**src/hdl/tds_pkg.sv**
```systemverilog
package tds_pkg;

   localparam int TASKS = 16;
   localparam int IDX_W = (TASKS > 1) ? $clog2(TASKS) : 1;
   localparam int TIME_W = 32;
   localparam int STAG_W = 24;
   localparam logic [STAG_W-1:0] STAGGER_STEP = 24'd223500;

   typedef enum logic [1:0] {
      REQ_ADD_ONCE   = 2'd0,
      REQ_ADD_REPEAT = 2'd1,
      REQ_REMOVE     = 2'd2,
      REQ_TICK       = 2'd3
   } req_code_type;

   typedef enum logic [2:0] {
      S_IDLE,
      S_DECODE,
      S_RD,
      S_EVAL,
      S_DIV,
      S_FIX,
      S_HIT,
      S_END
   } state_type;

   typedef struct packed {
      logic capture;
      logic scan_clear;
      logic scan_inc;
      logic rd_en;
      logic add_wr;
      logic remove_wr;
      logic tick_clear;
      logic div_start;
      logic fix_wr;
      logic load_hit;
      logic load_end;
   } cmd_type;

   typedef struct packed {
      logic req_tick;
      logic req_remove;
      logic idx_ok;
      logic slot_due;
      logic slot_periodic;
      logic slot_behind;
      logic scan_last;
      logic div_done;
   } status_type;

endpackage

```
**src/hdl/tds_rem.sv**
```systemverilog
module tds_rem
   import tds_pkg::*;
(
   input  logic              clock,
   input  logic              reset,
   input  logic              start,
   input  logic [TIME_W-1:0] dividend,
   input  logic [TIME_W-1:0] divisor,
   output logic [TIME_W-1:0] remainder,
   output logic              done
);

   localparam int CNT_W = $clog2(TIME_W);

   logic              busy_ff, busy_in;
   logic              done_ff, done_in;
   logic [CNT_W-1:0]  count_ff, count_in;
   logic [TIME_W-1:0] dvd_ff, dvd_in;
   logic [TIME_W-1:0] dsr_ff, dsr_in;
   logic [TIME_W-1:0] rem_ff, rem_in;
   logic [TIME_W:0]   shifted;
   logic [TIME_W:0]   trial;

   // one quotient bit per cycle, restoring
   always_comb begin
      shifted  = {rem_ff, dvd_ff[TIME_W-1]};
      trial    = shifted - {1'b0, dsr_ff};
      busy_in  = busy_ff;
      done_in  = 1'b0;
      count_in = count_ff;
      dvd_in   = dvd_ff;
      dsr_in   = dsr_ff;
      rem_in   = rem_ff;
      if (start) begin
         busy_in  = 1'b1;
         count_in = '0;
         dvd_in   = dividend;
         dsr_in   = divisor;
         rem_in   = '0;
      end else if (busy_ff) begin
         dvd_in = {dvd_ff[TIME_W-2:0], 1'b0};
         if (!trial[TIME_W]) begin
            rem_in = trial[TIME_W-1:0];
         end else begin
            rem_in = shifted[TIME_W-1:0];
         end
         count_in = count_ff + 1'b1;
         if (count_ff == CNT_W'(TIME_W - 1)) begin
            busy_in = 1'b0;
            done_in = 1'b1;
         end
      end
   end

   always_ff @(posedge clock) begin
      if (reset) begin
         busy_ff  <= 1'b0;
         done_ff  <= 1'b0;
         count_ff <= '0;
      end else begin
         busy_ff  <= busy_in;
         done_ff  <= done_in;
         count_ff <= count_in;
      end
      dvd_ff <= dvd_in;
      dsr_ff <= dsr_in;
      rem_ff <= rem_in;
   end

   assign remainder = rem_ff;
   assign done      = done_ff;

endmodule

```
**src/hdl/tds_datapath.sv**
```systemverilog
module tds_datapath
   import tds_pkg::*;
(
   input  logic              clock,
   input  logic              reset,
   input  logic [1:0]        req_type,
   input  logic [3:0]        req_task_index,
   input  logic [TIME_W-1:0] req_amount,
   input  logic [TIME_W-1:0] req_now,
   input  logic              req_startup_add,
   input  cmd_type           cmd,
   output status_type        status,
   output logic              rsp_fired,
   output logic [3:0]        rsp_fired_task,
   output logic              rsp_periodic,
   output logic              rsp_last
);

   req_code_type      type_ff;
   logic [3:0]        idx_ff;
   logic [TIME_W-1:0] amount_ff;
   logic [TIME_W-1:0] now_ff;
   logic              startup_ff;

   logic [TIME_W-1:0] due_mem [TASKS];
   logic [TIME_W-1:0] per_mem [TASKS];
   logic [TASKS-1:0]  valid_ff;

   logic [TIME_W-1:0] due_rd_ff;
   logic [TIME_W-1:0] per_rd_ff;
   logic              vld_rd_ff;

   logic [IDX_W-1:0]  scan_ff, scan_in;
   logic [STAG_W-1:0] stag_ff, stag_in;

   logic              fired_ff, periodic_ff, last_ff;
   logic [3:0]        task_ff;

   logic [IDX_W-1:0]  addr;
   logic [TIME_W-1:0] due_eff, per_eff, delta;
   logic [TIME_W-1:0] nt_sum, nt_bump, nt;
   logic              per_big;
   logic [TIME_W-1:0] dvd, dsr, rem, dist_new, due_fix;
   logic              rem_done;

   tds_rem u_rem (
      .clock     (clock),
      .reset     (reset),
      .start     (cmd.div_start),
      .dividend  (dvd),
      .divisor   (dsr),
      .remainder (rem),
      .done      (rem_done)
   );

   assign addr    = (type_ff == REQ_TICK) ? scan_ff : IDX_W'(idx_ff);
   assign due_eff = vld_rd_ff ? due_rd_ff : '0;
   assign per_eff = vld_rd_ff ? per_rd_ff : '0;
   assign delta   = due_eff - now_ff;
   assign per_big = per_eff[TIME_W-1];

   // catch-up: only the remainder of the step count is needed
   always_comb begin
      if (!per_big) begin
         dvd = '0 - delta;
         dsr = per_eff;
         dist_new = (rem == '0) ? '0 : per_eff - rem;
      end else begin
         dvd = {1'b0, delta[TIME_W-2:0]};
         dsr = '0 - per_eff;
         dist_new = {1'b1, {(TIME_W-1){1'b0}}} + rem + per_eff;
      end
      due_fix = now_ff + dist_new;
   end

   always_comb begin
      nt_sum  = now_ff + amount_ff + {{(TIME_W-STAG_W){1'b0}}, stag_ff & {STAG_W{startup_ff}}};
      nt_bump = (nt_sum == due_eff) ? nt_sum + 1'b1 : nt_sum;
      nt      = (nt_bump == '0) ? TIME_W'(1) : nt_bump;
   end

   always_comb begin
      scan_in = scan_ff;
      if (cmd.scan_clear) begin
         scan_in = '0;
      end else if (cmd.scan_inc) begin
         scan_in = scan_ff + 1'b1;
      end
      stag_in = stag_ff;
      if (cmd.add_wr && startup_ff) begin
         stag_in = stag_ff + STAGGER_STEP;
      end
   end

   always_ff @(posedge clock) begin
      if (cmd.capture) begin
         type_ff    <= req_code_type'(req_type);
         idx_ff     <= req_task_index;
         amount_ff  <= req_amount;
         now_ff     <= req_now;
         startup_ff <= req_startup_add;
      end
      if (cmd.rd_en) begin
         due_rd_ff <= due_mem[addr];
         per_rd_ff <= per_mem[addr];
         vld_rd_ff <= valid_ff[addr];
      end
      if (cmd.add_wr) begin
         due_mem[addr] <= nt;
         per_mem[addr] <= (type_ff == REQ_ADD_REPEAT) ? amount_ff : '0;
      end else if (cmd.fix_wr) begin
         due_mem[addr] <= due_fix;
      end
      scan_ff <= scan_in;
      if (cmd.load_hit) begin
         fired_ff    <= 1'b1;
         task_ff     <= 4'(scan_ff);
         periodic_ff <= per_eff != '0;
         last_ff     <= 1'b0;
      end else if (cmd.load_end) begin
         fired_ff    <= 1'b0;
         task_ff     <= '0;
         periodic_ff <= 1'b0;
         last_ff     <= 1'b1;
      end
   end

   always_ff @(posedge clock) begin
      if (reset) begin
         valid_ff <= '0;
         stag_ff  <= '0;
      end else begin
         stag_ff <= stag_in;
         if (cmd.add_wr) begin
            valid_ff[addr] <= 1'b1;
         end else if (cmd.remove_wr || cmd.tick_clear) begin
            valid_ff[addr] <= 1'b0;
         end
      end
   end

   always_comb begin
      status.req_tick      = type_ff == REQ_TICK;
      status.req_remove    = type_ff == REQ_REMOVE;
      status.idx_ok        = 32'(idx_ff) < 32'(TASKS);
      status.slot_due      = (due_eff != '0) && (delta[TIME_W-1] || delta == '0);
      status.slot_periodic = per_eff != '0;
      status.slot_behind   = delta[TIME_W-1];
      status.scan_last     = scan_ff == IDX_W'(TASKS - 1);
      status.div_done      = rem_done;
   end

   assign rsp_fired      = fired_ff;
   assign rsp_fired_task = task_ff;
   assign rsp_periodic   = periodic_ff;
   assign rsp_last       = last_ff;

endmodule

```
**src/hdl/tds_ctrl.sv**
```systemverilog
module tds_ctrl
   import tds_pkg::*;
(
   input  logic       clock,
   input  logic       reset,
   input  logic       req_valid,
   output logic       req_stall,
   output logic       rsp_valid,
   input  logic       rsp_stall,
   input  status_type status,
   output cmd_type    cmd
);

   state_type state_ff, state_in;

   always_comb begin
      state_in = state_ff;
      case (state_ff)
         S_IDLE: begin
            if (req_valid) state_in = S_DECODE;
         end
         S_DECODE: begin
            if (status.req_tick) begin
               state_in = S_RD;
            end else if (!status.idx_ok || status.req_remove) begin
               state_in = S_IDLE;
            end else begin
               state_in = S_RD;
            end
         end
         S_RD: state_in = S_EVAL;
         S_EVAL: begin
            if (!status.req_tick) begin
               state_in = S_IDLE;
            end else if (status.slot_due) begin
               if (status.slot_periodic && status.slot_behind) begin
                  state_in = S_DIV;
               end else begin
                  state_in = S_HIT;
               end
            end else if (status.scan_last) begin
               state_in = S_END;
            end else begin
               state_in = S_RD;
            end
         end
         S_DIV: begin
            if (status.div_done) state_in = S_FIX;
         end
         S_FIX: state_in = S_HIT;
         S_HIT: begin
            if (!rsp_stall) begin
               state_in = status.scan_last ? S_END : S_RD;
            end
         end
         S_END: begin
            if (!rsp_stall) state_in = S_IDLE;
         end
         default: state_in = S_IDLE;
      endcase
   end

   always_comb begin
      cmd       = '0;
      req_stall = state_ff != S_IDLE;
      rsp_valid = (state_ff == S_HIT) || (state_ff == S_END);
      case (state_ff)
         S_IDLE: begin
            cmd.capture = req_valid;
         end
         S_DECODE: begin
            cmd.scan_clear = status.req_tick;
            cmd.remove_wr  = !status.req_tick && status.idx_ok && status.req_remove;
         end
         S_RD: begin
            cmd.rd_en = 1'b1;
         end
         S_EVAL: begin
            if (!status.req_tick) begin
               cmd.add_wr = 1'b1;
            end else if (status.slot_due) begin
               if (!status.slot_periodic) begin
                  cmd.tick_clear = 1'b1;
                  cmd.load_hit   = 1'b1;
               end else if (status.slot_behind) begin
                  cmd.div_start = 1'b1;
               end else begin
                  cmd.load_hit = 1'b1;
               end
            end else if (status.scan_last) begin
               cmd.load_end = 1'b1;
            end else begin
               cmd.scan_inc = 1'b1;
            end
         end
         S_FIX: begin
            cmd.fix_wr   = 1'b1;
            cmd.load_hit = 1'b1;
         end
         S_HIT: begin
            if (!rsp_stall) begin
               cmd.load_end = status.scan_last;
               cmd.scan_inc = !status.scan_last;
            end
         end
         default: begin
            cmd = '0;
         end
      endcase
   end

   always_ff @(posedge clock) begin
      if (reset) begin
         state_ff <= S_IDLE;
      end else begin
         state_ff <= state_in;
      end
   end

endmodule

```
**src/hdl/task_deadline_scheduler.sv**
```systemverilog
// Deadline table of TASKS slots, one request word at a time. An add passes
// through decode, table read and evaluate before the next request is taken, a
// remove through decode only, and neither gives a result word. A tick walks the
// slots from index 0, each with a table read, then a compare, plus a result
// word per reported task that is held while rsp_stall is high; a periodic task
// that is behind also waits for the bit-serial remainder unit that computes its
// catch-up in closed form. The final word of a tick has rsp_last set. A new
// request is taken only after the previous one has finished, including its
// last word.
module task_deadline_scheduler
   import tds_pkg::*;
(
   input  logic              clock,
   input  logic              reset,
   input  logic              req_valid,
   output logic              req_stall,
   input  logic [1:0]        req_type,
   input  logic [3:0]        req_task_index,
   input  logic [TIME_W-1:0] req_amount,
   input  logic [TIME_W-1:0] req_now,
   input  logic              req_startup_add,
   output logic              rsp_valid,
   input  logic              rsp_stall,
   output logic              rsp_fired,
   output logic [3:0]        rsp_fired_task,
   output logic              rsp_periodic,
   output logic              rsp_last
);

   cmd_type    cmd;
   status_type status;

   tds_ctrl u_ctrl (
      .clock     (clock),
      .reset     (reset),
      .req_valid (req_valid),
      .req_stall (req_stall),
      .rsp_valid (rsp_valid),
      .rsp_stall (rsp_stall),
      .status    (status),
      .cmd       (cmd)
   );

   tds_datapath u_datapath (
      .clock           (clock),
      .reset           (reset),
      .req_type        (req_type),
      .req_task_index  (req_task_index),
      .req_amount      (req_amount),
      .req_now         (req_now),
      .req_startup_add (req_startup_add),
      .cmd             (cmd),
      .status          (status),
      .rsp_fired       (rsp_fired),
      .rsp_fired_task  (rsp_fired_task),
      .rsp_periodic    (rsp_periodic),
      .rsp_last        (rsp_last)
   );

endmodule

```
**config.mk**
```make
export PLATFORM = sky130hd
export DESIGN_NAME = task_deadline_scheduler
export DESIGN_NICKNAME = d
export VERILOG_FILES = /design/src/hdl/tds_pkg.sv /design/src/hdl/tds_rem.sv /design/src/hdl/tds_datapath.sv /design/src/hdl/tds_ctrl.sv /design/src/hdl/task_deadline_scheduler.sv
export SDC_FILE = /design/constraint.sdc
export NUM_CORES = 2
export LEC_CHECK = 0
export ABC_AREA = 1
export ABC_CLOCK_PERIOD_IN_PS = 9540
export BUFFER_PORTS_ARGS = -buffer_cell sky130_fd_sc_hd__buf_2
export CELL_PAD_IN_SITES_DETAIL_PLACEMENT = 0
export CELL_PAD_IN_SITES_GLOBAL_PLACEMENT = 1
export CORE_ASPECT_RATIO = 0.9
export CORE_MARGIN = 4
export CORE_UTILIZATION = 30
export DETAILED_ROUTE_END_ITERATION = 7
export MAX_ROUTING_LAYER = met4
export PLACE_DENSITY_LB_ADDON = 0.3
export SLEW_MARGIN = 20
export SYNTH_ARGS = -nofsm -noshare
export SYNTH_HDL_FRONTEND = slang
export SYNTH_SLANG_ARGS = --single-unit
```
**constraint.sdc**
```tcl
create_clock -name clock -period 9.54 [get_ports clock]
set_input_delay 1.431 -clock clock [delete_from_list [all_inputs] [get_ports clock]]
set_output_delay 1.431 -clock clock [all_outputs]
set_load 0.01 [all_outputs]
```
==> metrics <==
Max VDD drop 0.205 mV; status finished, final reports clean; crit path DAT 7730 ps; Req. time, crit path 9900 ps; Cell Area, Synth around 0.065 mm²; Clock Skews 48.6 ps; busiest grt layer met2; post-route clock period utilization 77.3%; post-DP HPWL approximately 150000 µm; crit path from u_datapath.vld_rd_ff; final instance count without filler cells 9205; Vias/cell 5.18; Filler cells 21500; first-pass GRT wire length 329000 µm; Critical Path Start Type flop; met2 Resource Use GR 32.6%; IO Pins 84; die area about 0.22 mm²; DR iter-0 viols 4599; # clock sinks between 1000 and 1500; Mapped Avg Cell Area 10.5 µm²; clk_lat worst skew about 820 ps; asr flop ratio synth 0%; share of layout cells above drive strength 1 7.94%; largest net degree at the start of global routing 165; Max clock buf depth 3; cell mode on critical path nand2_1; FMAX 0.136 GHz; Setup CP Type reg2reg; total routed wirelength 230000 µm; Total Nets Final 6570; TritonCTS clock tree done; Hold Slack 453 ps; R2R Path Start u_datapath.vld_rd_ff; Slew Limit Fails 0; Worst Setup EP u_datapath.due_mem[15][29]; Seq cells post-synth ~1300; GRT Overall Usage 20.7%; CP max-delay cell o21ai_0; Synth Net Count 6463; Final Core Density around a third; root buffer cell clkbuf_16; Seq/Total Area, Yosys 59.8%; Yosys warnings 0; via count roughly 48000; Period minus WS final 7370 ps; clock buffer count from CTS 145; CTS clk-pin slew, worst paths 60 ps; relative slew slack 17.9%; met3 GRT Util 2.60%; Die W 497 µm; Worst R2R Setup Slack 2170 ps; Worst Path Max Fanout 34; P_leak 27.8 nW; Power Density about 250 mW/mm²; Setup-failing EPs final 0; r2r endpoint u_datapath.due_mem[15][29]; Cells after Synth 6128; vias in the first global route 45800; Worst path max stage delay 650 ps; Yosys top cell area share 57.1%; EDFF count, synth 1229; gpl congestion 0.945; Synth area leaders edfxtp_1, nand2_1, a22oi_1, ha_1, a21oi_1; die height ~450 µm; max cap viols 0; PortBufs 83; met1 Usage GRT around 28%; Layout area overhead 13.5%; DR pass1 iterations 5; # DRC 0; unrepaired setup endpoints after global routing false; worst slew pin tran around 1200 ps; CORE AREA 0.214 mm²; H-tree Lvls 4; setup_tns 0 ps; wire length per cell 25.0 µm; PostCTS Resize Cnt 0; Reg2Reg Depth 33; synth unique cells 65; GRT Residual Overflow 0; initial antenna violation count 12; Synth Flop Type edfxtp_1; num rows 161; Initial Util 30.2%; Yosys top cell by area edfxtp_1; Final Hold Viols 0; placed cells 8940; Hold WC Path Type reg2reg; CTS Hold Bufs 0; Critical Path End Type flop; post-CTS setup buffers 0; number of nets with antenna violations after routing 0
[worst max-delay path, delay by kind of cell (launching register included)]
| kind | cells | cell delay [ps] |
|---|---|---|
| buffers and inverters | 3 | 680 |
| and+or+nand+nor | 14 | 2140 |
| DFF | 1 | 470 |
| adders and majority gates | 4 | 1010 |
| AOI/OAI and AO/OA | 12 | 2600 |
[logic make-up (layout without fill, tap and decap cells)]
family	Yosys count	after routing	synth area share, %
and+or+nand+nor	2053	2053	13.6
adders and majority gates	260	260	5.36
AOI/OAI and AO/OA	1460	1460	14.0
muxes	2	2	0.0310
buffers and inverters	898	1118	5.33
DFF	1315	1315	59.8
xor gates and xnor gates	140	140	1.90
other	0	5	0
[cell usage in the layout (no fill, tap or decap), drive strengths merged, types with 9 or more instances in the layout]
cell and n:
a21boi 12, a21o 11, a21oi 521, a22oi 520
a31oi 24, buf 172, clkbuf 184, clkinv 56
dfxtp 86, edfxtp 1229, fa 28, ha 232
inv 692, nand2 1145, nand3 192, nand3b 9
nand4 69, nor2 458, nor3 55, nor4 23
o211ai 32, o21a 18, o21ai 231, o21bai 11
o22ai 48, o31ai 11, or2 25, or4 65
xnor2 35, xor2 105
[how the worst min path moves through the flow]
stage | from | depth (start not counted) | slack [ps] | to
2_1_floorplan | u_datapath.stag_ff[7] | 2 | 440 | u_datapath.stag_ff[7]
3_3_place_gp | u_datapath.rsp_fired | 2 | 440 | u_datapath.rsp_fired
3_5_place_dp | u_datapath.rsp_fired | 2 | 440 | u_datapath.rsp_fired
4_1_cts | u_datapath.rsp_fired | 2 | 460 | u_datapath.rsp_fired
5_1_grt | u_datapath.rsp_fired | 2 | 480 | u_datapath.rsp_fired
6_report | u_datapath.rsp_fired | 2 | 450 | u_datapath.rsp_fired
[flip-flops by register name, summed over array words and instances (netlist names), 2 cells and up, named ones only]
signal	cells
u_datapath.u_rem.remainder	32
u_datapath.now_ff	32
u_datapath.u_rem.dsr_ff	32
u_datapath.type_ff	2
u_datapath.rsp_fired_task	4
u_datapath.scan_ff	4
u_datapath.u_rem.count_ff	5
u_datapath.due_rd_ff	32
u_datapath.u_rem.dvd_ff	32
u_datapath.amount_ff	32
u_datapath.idx_ff	4
u_datapath.due_mem	512
u_datapath.per_rd_ff	32
u_datapath.per_mem	512
u_ctrl.state_ff	3
u_datapath.stag_ff	22
[per-stage QoR]
| stage | area [µm²] | power (mW) | setup slack, ps |
|---|---|---|---|
| floorplan | 64600 | 10.7 | 4080 |
| global placement | 68800 | 12.7 | 2290 |
| detailed placement | 68800 | 12.7 | 2240 |
| CTS | 73300 | 18.2 | 2160 |
| global route | 73300 | 19.0 | 1530 |
| finish | 73300 | 18.1 | 2170 |
[cell usage after synthesis (all sizes together) (6+ instances only)]
| library cell | instances |
|---|---|
| o21bai | 11 |
| or4 | 65 |
| clkbuf | 159 |
| a21boi | 12 |
| o31ai | 11 |
| a31oi | 24 |
| nand4 | 69 |
| inv | 680 |
| a22oi | 520 |
| dfxtp | 86 |
| or2 | 25 |
| xnor2 | 35 |
| fa | 28 |
| buf | 53 |
| edfxtp | 1229 |
| clkinv | 6 |
| o21a | 18 |
| a21oi | 521 |
| ha | 232 |
| xor2 | 105 |
| nor2 | 458 |
| nand3 | 192 |
| nor4 | 23 |
| o22ai | 48 |
| nand2 | 1145 |
| a21o | 11 |
| o21ai | 231 |
| nand3b | 9 |
| o211ai | 32 |
| nor3 | 55 |
[routing by layer]
metal	routed length [µm]	up-vias
met5	0	-
li1	-	22200
met1	105000	23700
met3	13600	263
met2	106000	1573
met4	5350	0
[power by group]
group	switching (mW)	internal [mW]	total, mW
clock network	2.36	3.04	5.40
registers	0.264	6.75	7.02
logic	3.99	1.66	5.65
[final cells by class]
cell class | count | area, µm² | area share [%]
flip-flops and latches | 1315 | 38600 | 52.7
multi-input cells | 3915 | 22900 | 31.2
clock buffers | 184 | 3800 | 5.18
well taps | 2852 | 3570 | 4.87
inverters | 686 | 2580 | 3.52
repair buffers | 172 | 1120 | 1.53
clock inverters | 76 | 726 | 0.990
diodes | 5 | 12.5 | 0.0171
Power figures use the tool's default switching activity.
